==> src/rtl/ptt_pkg.sv <==
`timescale 1ns / 1ps
`default_nettype none
// ----------------------------------------------------------------------------
// ptt_pkg
// Types and constants for the periodic task timer table.
// ----------------------------------------------------------------------------
package ptt_pkg;

  localparam logic [1:0] CMD_TICK     = 2'd0;
  localparam logic [1:0] CMD_ADD_PER  = 2'd1;
  localparam logic [1:0] CMD_ADD_ONCE = 2'd2;
  localparam logic [1:0] CMD_REMOVE   = 2'd3;

  localparam logic [1:0] ST_OK        = 2'd0;
  localparam logic [1:0] ST_FULL      = 2'd1;
  localparam logic [1:0] ST_NOT_FOUND = 2'd2;

  localparam int unsigned MAX_RESULTS = 16;
  localparam int unsigned RES_CNT_W   = $clog2(MAX_RESULTS + 1);

  typedef struct packed {
    logic [7:0]         id;
    logic [15:0]        interval;
    logic signed [31:0] countdown;
    logic               one_shot;
    logic               fresh;
  } entry_t;

  typedef struct packed {
    logic [7:0] task_id;
    logic       fired;
    logic       late;
    logic [1:0] status;
  } result_t;

endpackage
`default_nettype wire

==> src/rtl/periodic_task_timer_table_core.sv <==
`timescale 1ns / 1ps
`default_nettype none
// ----------------------------------------------------------------------------
// periodic_task_timer_table_core
// Ordered list of task timers held in a one-port-read, one-port-write memory.
// Add writes one entry; remove and tick walk the list one entry per cycle
// through the memory read port, rewriting and compacting behind the read,
// except while a firing report is held off by the result side.
// An add result goes through the pending and then the output register; a
// remove result or the last tick report is likewise flushed from the pending
// register to the output once the walk ends.
// A new command is taken only in idle; in_stall holds off the next one until
// the current command is done.
// Reset clears the state, the entry count and the valid flags; no memory clearing.
// ----------------------------------------------------------------------------
module periodic_task_timer_table_core #(
  parameter int unsigned NUM_TASKS = 16
) (
  input  wire logic        clk,
  input  wire logic        rst_n,
  input  wire logic        in_valid,
  output logic             in_stall,
  input  wire logic [1:0]  in_command,
  input  wire logic [7:0]  in_task_id,
  input  wire logic [15:0] in_interval,
  input  wire logic [15:0] in_elapsed,
  output logic             out_valid,
  input  wire logic        out_stall,
  output logic [7:0]       out_task_id_res,
  output logic             out_fired,
  output logic             out_late,
  output logic [1:0]       out_status,
  output logic             out_last
);

  localparam int unsigned IDX_W = (NUM_TASKS > 1) ? $clog2(NUM_TASKS) : 1;
  localparam int unsigned CNT_W = $clog2(NUM_TASKS + 1);
  localparam int unsigned RW    = ptt_pkg::RES_CNT_W;

  localparam logic [1:0] S_IDLE  = 2'd0;
  localparam logic [1:0] S_WALK  = 2'd1;
  localparam logic [1:0] S_FLUSH = 2'd2;

  ptt_pkg::entry_t mem [NUM_TASKS];
  ptt_pkg::entry_t rd_data_r;
  logic            rd_en;
  logic [IDX_W-1:0] rd_addr;
  logic            wr_en;
  logic [IDX_W-1:0] wr_addr;
  ptt_pkg::entry_t wr_data;

  logic [1:0]       state_r, state_nxt;
  logic [CNT_W-1:0] count_r, count_nxt;
  logic [CNT_W-1:0] rd_idx_r, rd_idx_nxt;
  logic [CNT_W-1:0] wr_idx_r, wr_idx_nxt;
  logic             proc_valid_r, proc_valid_nxt;
  logic             found_r, found_nxt;
  logic [1:0]       cmd_r, cmd_nxt;
  logic [7:0]       id_r, id_nxt;
  logic [15:0]      el_r, el_nxt;
  logic [RW-1:0]    n_r, n_nxt;
  logic             pend_valid_r, pend_valid_nxt;
  ptt_pkg::result_t pend_r, pend_nxt;
  logic             out_valid_r, out_valid_nxt;
  ptt_pkg::result_t out_res_r, out_res_nxt;
  logic             out_last_r, out_last_nxt;

  logic               out_free;
  logic               fire;
  logic signed [31:0] c_add;
  logic signed [31:0] c_mid;
  logic signed [32:0] c_sub;
  logic signed [31:0] c_new;
  logic               late;
  logic               emit;
  logic               stall_walk;
  ptt_pkg::entry_t    upd;

  always_ff @(posedge clk) begin
    if (wr_en) begin
      mem[wr_addr] <= wr_data;
    end
    if (rd_en) begin
      rd_data_r <= mem[rd_addr];
    end
  end

  assign out_free = !out_valid_r || !out_stall;

  always_comb begin
    fire  = rd_data_r.countdown[31] || (rd_data_r.countdown == 32'sd0);
    c_add = rd_data_r.countdown + $signed({16'd0, rd_data_r.interval});
    if (!fire) begin
      c_mid = rd_data_r.countdown;
    end else if (rd_data_r.fresh) begin
      c_mid = 32'sd0;
    end else begin
      c_mid = c_add;
    end
    late  = c_mid[31];
    c_sub = {c_mid[31], c_mid} - $signed({17'd0, el_r});
    if (c_sub[32] && !c_sub[31]) begin
      c_new = 32'sh8000_0000;
    end else begin
      c_new = c_sub[31:0];
    end
    upd           = rd_data_r;
    upd.countdown = c_new;
    if (fire) begin
      upd.fresh = 1'b0;
    end
  end

  assign emit       = proc_valid_r && (cmd_r == ptt_pkg::CMD_TICK) && fire &&
                      (n_r < RW'(ptt_pkg::MAX_RESULTS));
  assign stall_walk = emit && pend_valid_r && !out_free;

  always_comb begin
    state_nxt      = state_r;
    count_nxt      = count_r;
    rd_idx_nxt     = rd_idx_r;
    wr_idx_nxt     = wr_idx_r;
    proc_valid_nxt = proc_valid_r;
    found_nxt      = found_r;
    cmd_nxt        = cmd_r;
    id_nxt         = id_r;
    el_nxt         = el_r;
    n_nxt          = n_r;
    pend_valid_nxt = pend_valid_r;
    pend_nxt       = pend_r;
    out_valid_nxt  = out_valid_r && out_stall;
    out_res_nxt    = out_res_r;
    out_last_nxt   = out_last_r;
    rd_en          = 1'b0;
    rd_addr        = rd_idx_r[IDX_W-1:0];
    wr_en          = 1'b0;
    wr_addr        = wr_idx_r[IDX_W-1:0];
    wr_data        = upd;
    in_stall       = (state_r != S_IDLE);

    case (state_r)
      S_IDLE: begin
        if (in_valid) begin
          cmd_nxt    = in_command;
          id_nxt     = in_task_id;
          el_nxt     = in_elapsed;
          rd_idx_nxt = '0;
          wr_idx_nxt = '0;
          found_nxt  = 1'b0;
          n_nxt      = '0;
          proc_valid_nxt = 1'b0;
          if (in_command inside {ptt_pkg::CMD_ADD_PER, ptt_pkg::CMD_ADD_ONCE}) begin
            pend_valid_nxt   = 1'b1;
            pend_nxt.task_id = in_task_id;
            pend_nxt.fired   = 1'b0;
            pend_nxt.late    = 1'b0;
            if (count_r >= CNT_W'(NUM_TASKS)) begin
              pend_nxt.status = ptt_pkg::ST_FULL;
            end else begin
              pend_nxt.status     = ptt_pkg::ST_OK;
              wr_en               = 1'b1;
              wr_addr             = count_r[IDX_W-1:0];
              wr_data.id          = in_task_id;
              wr_data.interval    = in_interval;
              wr_data.countdown   = $signed({16'd0, in_interval});
              wr_data.one_shot    = (in_command == ptt_pkg::CMD_ADD_ONCE);
              wr_data.fresh       = 1'b1;
              count_nxt           = count_r + CNT_W'(1);
            end
            state_nxt = S_FLUSH;
          end else begin
            state_nxt = S_WALK;
          end
        end
      end

      S_WALK: begin
        if (!stall_walk) begin
          if (rd_idx_r < count_r) begin
            rd_en          = 1'b1;
            rd_idx_nxt     = rd_idx_r + CNT_W'(1);
            proc_valid_nxt = 1'b1;
          end else begin
            proc_valid_nxt = 1'b0;
          end

          if (proc_valid_r) begin
            if (cmd_r == ptt_pkg::CMD_REMOVE) begin
              if (!found_r && rd_data_r.id == id_r) begin
                found_nxt = 1'b1;
              end else begin
                wr_en      = 1'b1;
                wr_data    = rd_data_r;
                wr_idx_nxt = wr_idx_r + CNT_W'(1);
              end
            end else begin
              if (!(fire && rd_data_r.one_shot)) begin
                wr_en      = 1'b1;
                wr_idx_nxt = wr_idx_r + CNT_W'(1);
              end
              if (emit) begin
                if (pend_valid_r) begin
                  out_valid_nxt = 1'b1;
                  out_res_nxt   = pend_r;
                  out_last_nxt  = 1'b0;
                end
                pend_valid_nxt   = 1'b1;
                pend_nxt.task_id = rd_data_r.id;
                pend_nxt.fired   = 1'b1;
                pend_nxt.late    = late;
                pend_nxt.status  = ptt_pkg::ST_OK;
                n_nxt            = n_r + RW'(1);
              end
            end
          end else if (rd_idx_r >= count_r) begin
            count_nxt = wr_idx_r;
            if (cmd_r == ptt_pkg::CMD_REMOVE) begin
              pend_valid_nxt   = 1'b1;
              pend_nxt.task_id = id_r;
              pend_nxt.fired   = 1'b0;
              pend_nxt.late    = 1'b0;
              pend_nxt.status  = found_r ? ptt_pkg::ST_OK : ptt_pkg::ST_NOT_FOUND;
              state_nxt        = S_FLUSH;
            end else begin
              state_nxt = pend_valid_r ? S_FLUSH : S_IDLE;
            end
          end
        end
      end

      S_FLUSH: begin
        if (out_free) begin
          out_valid_nxt  = 1'b1;
          out_res_nxt    = pend_r;
          out_last_nxt   = 1'b1;
          pend_valid_nxt = 1'b0;
          state_nxt      = S_IDLE;
        end
      end

      default: begin
        state_nxt = S_IDLE;
      end
    endcase
  end

  always_ff @(posedge clk) begin
    if (!rst_n) begin
      state_r      <= S_IDLE;
      count_r      <= '0;
      proc_valid_r <= 1'b0;
      pend_valid_r <= 1'b0;
      out_valid_r  <= 1'b0;
    end else begin
      state_r      <= state_nxt;
      count_r      <= count_nxt;
      proc_valid_r <= proc_valid_nxt;
      pend_valid_r <= pend_valid_nxt;
      out_valid_r  <= out_valid_nxt;
    end
  end

  always_ff @(posedge clk) begin
    rd_idx_r   <= rd_idx_nxt;
    wr_idx_r   <= wr_idx_nxt;
    found_r    <= found_nxt;
    cmd_r      <= cmd_nxt;
    id_r       <= id_nxt;
    el_r       <= el_nxt;
    n_r        <= n_nxt;
    pend_r     <= pend_nxt;
    out_res_r  <= out_res_nxt;
    out_last_r <= out_last_nxt;
  end

  assign out_valid       = out_valid_r;
  assign out_task_id_res = out_res_r.task_id;
  assign out_fired       = out_res_r.fired;
  assign out_late        = out_res_r.late;
  assign out_status      = out_res_r.status;
  assign out_last        = out_last_r;

endmodule
`default_nettype wire
==> config.mk <==
export PLATFORM = sky130hd
export DESIGN_NAME = periodic_task_timer_table_core
export DESIGN_NICKNAME = d
export VERILOG_FILES = /design/src/rtl/ptt_pkg.sv /design/src/rtl/periodic_task_timer_table_core.sv
export SDC_FILE = /design/constraint.sdc
export NUM_CORES = 1
export LEC_CHECK = 0
export BUFFER_PORTS_ARGS = -buffer_cell sky130_fd_sc_hd__buf_2
export CAP_MARGIN = 15
export CORE_AREA = 3 3 289 262
export DETAILED_ROUTE_END_ITERATION = 8
export DIE_AREA = 0 0 292 265
export GPL_TIMING_DRIVEN = 0
export PLACE_DENSITY = 0.82
export SLEW_MARGIN = 20
export SYNTH_ARGS = -nofsm -noshare
export SYNTH_HDL_FRONTEND = slang
export SYNTH_SLANG_ARGS = --single-unit
==> constraint.sdc <==
create_clock -name clk -period 16.93 [get_ports clk]
set_input_delay 0.8465 -clock clk [delete_from_list [all_inputs] [get_ports clk]]
set_output_delay 0.8465 -clock clk [all_outputs]
set_load 0.02 [all_outputs]
* Word level (Yosys, flattened, before mapping)
Memory sizes are Yosys's and may differ from the RTL's. A register that Yosys moved wholly into a read port is not among the register bits. Cells that the tools add are included.
Cells by class: add/subtract/negate cells 6, multiply operators 0, divide/modulo/power cells 0, $lt $le $gt $ge 4, eq/ne operators 26, shift-type cells 0, mux-type cells 111, bitwise gates (word level) 0, reduce and logical (&&, ||, !) cells 35
Operator list (count):
- 58-bit 2-to-1 mux | 3
- 12-bit 2-to-1 mux | 14
- 34-bit 2-to-1 mux | 4
- 58-bit case mux with 2 select lines | 1
- 32-bit 2-to-1 mux | 3
- 5-bit 2-to-1 mux | 18
- 12-bit case mux with 2 select lines | 2
- 1-bit 2-to-1 mux | 42
- 5-bit case mux with 2 select lines | 4
- 32-bit by 17-bit subtractor with 33-bit output | 1
- 32-bit by 17-bit adder with 32-bit output | 1
- 32-bit logical NOT | 1
- 2-bit != test, second input constant | 14
- 5-bit by 1-bit adder with 5-bit output, second input constant | 4
- 2-bit 2-to-1 mux | 9
- 3-bit != test, second input constant | 6
- 6-bit AND reduction | 3
- 4-bit 2-to-1 mux | 4
- 7-bit AND reduction | 2
- 1-bit case mux with 2 select lines | 5
- 1-bit logical AND | 9
- 9-bit AND reduction | 1
- 8-bit == test | 1
- 8-bit AND reduction | 1
- other kinds (17) | 29
Word-level totals: bits in registers 77, latch bits 0, RAM bits 928, bits in read-only memories 0, bits of input ports 46, word-level logic and storage cells 204, memories 1
Memory list:
- mem | depth 16, bits a word 58, rd ports 1, clocked after memory_dff 1, wr ports 1, line periodic_task_timer_table_core.sv:44 | ptt_pkg::entry_t mem [NUM_TASKS];

* Depth between registers and ports, before layout
word-level depth 12, gate-level depth with buffers 22, depth with buffers taken out 19

* Least setup slack after synthesis
Ideal clock, no wire load.
kind register -> register, start register rd_data_r[29] (netlist name), end memory mem[0][0] (netlist bit), enable pin, data arrival time 4.823 ns, setup slack 11.633 ns, stages on the path, launching flop included 12, path buffers 4, period minus slack after synthesis 5.297 ns, cells stage by stage edfxtp_1 clkbuf_1 nor4_1 and4_1 a21oi_1 buf_2 buf_2 buf_1 o211ai_1 o21ai_0 o21ai_0 nor2_1
On the way: word-level cells in the longest chain between the ends 10, elaborated cells on any way between the ends 14, classes of those cells mux (7); reduce/logical (7)
RTL lines:
- 32-bit logical NOT (*) | line periodic_task_timer_table_core.sv:91 | fire = rd_data_r.countdown[31] || (rd_data_r.countdown == 32'sd0);
- 1-bit logical OR (*) | line periodic_task_timer_table_core.sv:91
- 1-bit logical AND, on equally long branches | line periodic_task_timer_table_core.sv:197, periodic_task_timer_table_core.sv:114
- 1-bit 2-to-1 mux or 1-bit logical AND (tied branches) | line periodic_task_timer_table_core.sv:197, periodic_task_timer_table_core.sv:114
- 1-bit 2-to-1 mux or 1-bit logical AND (tied branches) | line periodic_task_timer_table_core.sv:188, periodic_task_timer_table_core.sv:116
- 1-bit 2-to-1 mux or 1-bit logical AND (tied branches) | line periodic_task_timer_table_core.sv:187, periodic_task_timer_table_core.sv:116
- 1-bit 2-to-1 mux (*) | line periodic_task_timer_table_core.sv:178 | if (!stall_walk) begin
- 1-bit case mux with 2 select lines (*) | line periodic_task_timer_table_core.sv:141 | case (state_r)
- 1-bit 2-to-1 mux (*) | line periodic_task_timer_table_core.sv:80 | if (wr_en) begin
- 1-bit 2-to-1 mux (implied by the code) (*) | line periodic_task_timer_table_core.sv:81 | mem[wr_addr] <= wr_data;
- end: declaration | line periodic_task_timer_table_core.sv:44
Every way passes the cells marked *; elsewhere a longest branch is shown, timed or not.

==> results by group <==
Outcome
  • Outcome: complete, no violations

Min path
  • Worst Min Path Start: in_elapsed[5]
  • Worst Hold Depth: 1
  • Worst hold path class: primary input to flip-flop
  • Hold Path End: el_r[5]$_DFFE_PP_

Global route
  • GR Util All Layers: 0.326
  • Initial antenna violation count: 2
  • Largest net degree at the start of global routing: 26
  • Grt ovf: 0
  • Vias in the first global route: roughly 25000
  • First-pass GRT wire length: approximately 180000 um

Final layout
  • ANT cells: 0
  • Share of cells above drive strength 1: 0.257
  • Commonest cells after routing, fill and taps aside: edfxtp_1 (1053), mux4_2 (290), clkbuf_16 (99), clkbuf_1 (87), nand2_1 (79)
  • Commonest non-fill, non-tap cell in the layout: edfxtp_1
  • Area grow syn2layout: 14.6%
  • Nets: between 2000 and 3000
  • Post-Layout Cell Count: between 3000 and 4000

Floorplan
  • Die area: 77400 um2
  • I/O pins: a little over 60
  • DIE WIDTH: around 290 um
  • Row Count: 94
  • Core region area: around 73000 um2
  • Initial core utilization: 0.598
  • Die Span Y: between 200 and 300 um

Synthesis
  • Area of the mapped netlist: about 44000 um2
  • Synth cell types: 78
  • Yosys top cell by area: edfxtp_1
  • Synthesized instance count: about 2200
  • Number of synthesized flops with an enable pin: between 1000 and 1500
  • Synthesized area per cell: 19.7 um2
  • Top cells by area, synth: edfxtp_1 (72%), mux4_2 (15%), ha_1 (1.3%), nor2_1 (0.71%), clkbuf_1 (0.70%)
  • Warnings from Yosys: 0
  • Top cell type's share of synthesized area: 0.724
  • Syn Nets: between 2000 and 2500
  • Async S/R FF share, synth: 0
  • Synth Flop Type: edfxtp_1
  • Yosys reg bits: approximately 1100
  • Post-synthesis sequential area ratio: 0.729

Job
  • Max_cap viols: 0

Setup path
  • Crit Path Class: flip-flop to flip-flop
  • R2R depth: 21
  • Endpoint class of the critical path: flip-flop
  • Worst R2R Setup Slack: 9.57 ns
  • Worst r2r dst: mem[5][25]$_DFFE_PP_
  • RR Startpoint: rd_data_r[29]$_DFFE_PP_
  • Required @ worst endpoint: 17.23 ns
  • CP startpoint kind: flip-flop
  • Crit Path Max Fanout: 16
  • WP data arrival: 7.66 ns
  • Worst setup startpoint: rd_data_r[29]$_DFFE_PP_

Place
  • Post-DP HPWL: roughly 79000 um
  • Inst Count DP: about 3300
  • Pre-CTS WS: approximately 9.7 ns
  • IO buf count: 60
  • Gpl congestion: 0.942

Pwr
  • Power per cell area: about 150 nW/um2
  • Switching part of the total power: 0.290
  • Switch Pwr: approximately 2100 uW
  • Leakage Power: 0.0160 uW
  • Sequential share of power: 0.451
  • Combinational share of power: 0.248
  • Internal power: around 5200 uW
  • Clock power share: 0.301
  • Worst ir drop on vdd: ~120 uV

Route
  • Vias per cell: ~7
  • Final WL: roughly 120000 um
  • Routed len/inst: 35.5 um
  • Via count: roughly 25000
  • # DRC: 0
  • ANT nets after route: 0
  • DR pass1 iterations: 6
  • Initial drt markers: 3820

Timing
  • RSZ-0062 raised after global routing: false
  • Endpoints failing hold: 0
  • Worst Hold Slack: 0.357 ns
  • Post-layout min period: between 7 and 8 ns
  • Max transition margin: 0.175
  • # setup viols final: 0
  • Max Clk Rate: 136 MHz
  • Fin worst setup slack: 9.57 ns
  • Period utilization: 0.435
  • Slew Viols, Final: 0
  • Worst Max-Slew Pin Slew: 1.24 ns
  • Setup TNS: 0 ns
  • Clock Skew: about 0.041 ns

CTS
  • H-tree Lvls: 3
  • Clock Path Buffers: 3
  • Clock latency at the later pin of the worst-skew pair: between 0.6 and 0.7 ns
  • Clk pin slew, worst setup/hold paths: 0.07 ns
  • CTS tree: built
  • Clock Sinks: between 1000 and 1500
  • Total CTS buffers: between 90 and 100
  • Clock Tree Root: clkbuf_16
  • Post-CTS sizing: 0
  • Postcts setup bufs: 0
  • Post-CTS Hold Fix Bufs: 0
[final cells by class]
type | instances | area [um2]
sequential | 1063 | 31800
fill | 4315 | 23000
multi-input combinational | 994 | 11400
clock buffer | 121 | 2590
timing repair buffer | 125 | 1730
tap | 960 | 1200
clock inverter | 56 | 636
buffer | 110 | 469
inverter | 45 | 169
[sequential cells by signal, summed over array words and instances (netlist names), 8 cells and up]
name,flops
mem,928
el_r,16
rd_data_r,58
id_r,8
pend_r,12
out_task_id_res,8
[Yosys cell counts, drive strengths merged (6+ instances only)]
library cell / instances
a211oi: 10
a21o: 17
a21oi: 58
a22o: 27
a22oi: 18
a31oi: 10
and2: 13
and3: 10
and4: 7
buf: 29
clkbuf: 81
dfxtp: 10
edfxtp: 1053
ha: 47
inv: 44
mux2i: 9
mux4: 290
nand2: 79
nand2b: 8
nand3: 25
nand4: 10
nor2: 83
nor2b: 11
nor3: 23
nor4: 14
o2111ai: 6
o21a: 8
o21ai: 72
o21bai: 7
o31ai: 12
or2: 6
xnor2: 29
xor2: 25
[kinds of logic (layout without fill, tap and decap cells)]
family	count (synthesis)	in the layout	share of synthesized area
xor+xnor	54	54	0.0108
compound gates	283	283	0.0446
buf+inv	155	457	0.0139
mux	300	300	0.152
fa+ha+maj	49	49	0.0144
simple gates	308	308	0.0354
flops	1063	1063	0.729
[layer usage]
layer	global-route usage	part of all wire
met5	0	0.00011
met4	0.123	0.041
met3	0.0854	0.13
met2	0.503	0.47
met1	0.457	0.36
[critical path: stages (launching register included)]
cell and delay, ns:
edfxtp_1 0.35, clkbuf_1 0.33, nor4_1 0.13, and4_1 0.24
a21oi_1 0.28, buf_2 0.28, buf_2 0.40, buf_1 0.68
buf_1 0.48, o31ai_1 0.18, ha_1 0.35, o21ai_0 0.11
a21boi_0 0.21, o311ai_0 0.78, nand4b_1 0.23, nand3_1 0.23
nor3_1 0.07, a21oi_1 0.32, o31ai_4 0.12, buf_6 0.19
buf_8 0.17, o21ai_1 0.82
[power groups by stage]
| stage | clock [uW] | sequential, uW | combinational (uW) |
|---|---|---|---|
| 2_1_floorplan | 0 | 3380 | 1140 |
| 3_3_place_gp | 0 | 3400 | 1630 |
| 3_5_place_dp | 0 | 3390 | 1770 |
| 4_1_cts | 2240 | 3340 | 1810 |
| 5_1_grt | 2340 | 3350 | 1920 |
| 6_report | 2230 | 3340 | 1830 |
[per-stage QoR]
step	utilization	instance area (um2)	total power (uW)
6_report	0.685	50000	7400
5_1_grt	0.685	50000	7600
4_1_cts	0.684	50000	7380
3_5_place_dp	0.640	46700	5160
3_3_place_gp	0.618	45200	5040
2_1_floorplan	-	43700	4510
[worst max-delay path by stage]
stage	endpoint	slack [ns]	cells after the start
after CTS	mem[2][2]$_DFFE_PP_	9.65	22
after global routing	mem[5][25]$_DFFE_PP_	9.09	22
final	mem[5][25]$_DFFE_PP_	9.57	21
after floorplan	mem[0][0]$_DFFE_PP_	11.63	11
after global placement	mem[1][32]$_DFFE_PP_	7.10	11
after detailed placement	mem[10][2]$_DFFE_PP_	9.70	22
No activity file was read; power rests on OpenSTA's default activity.
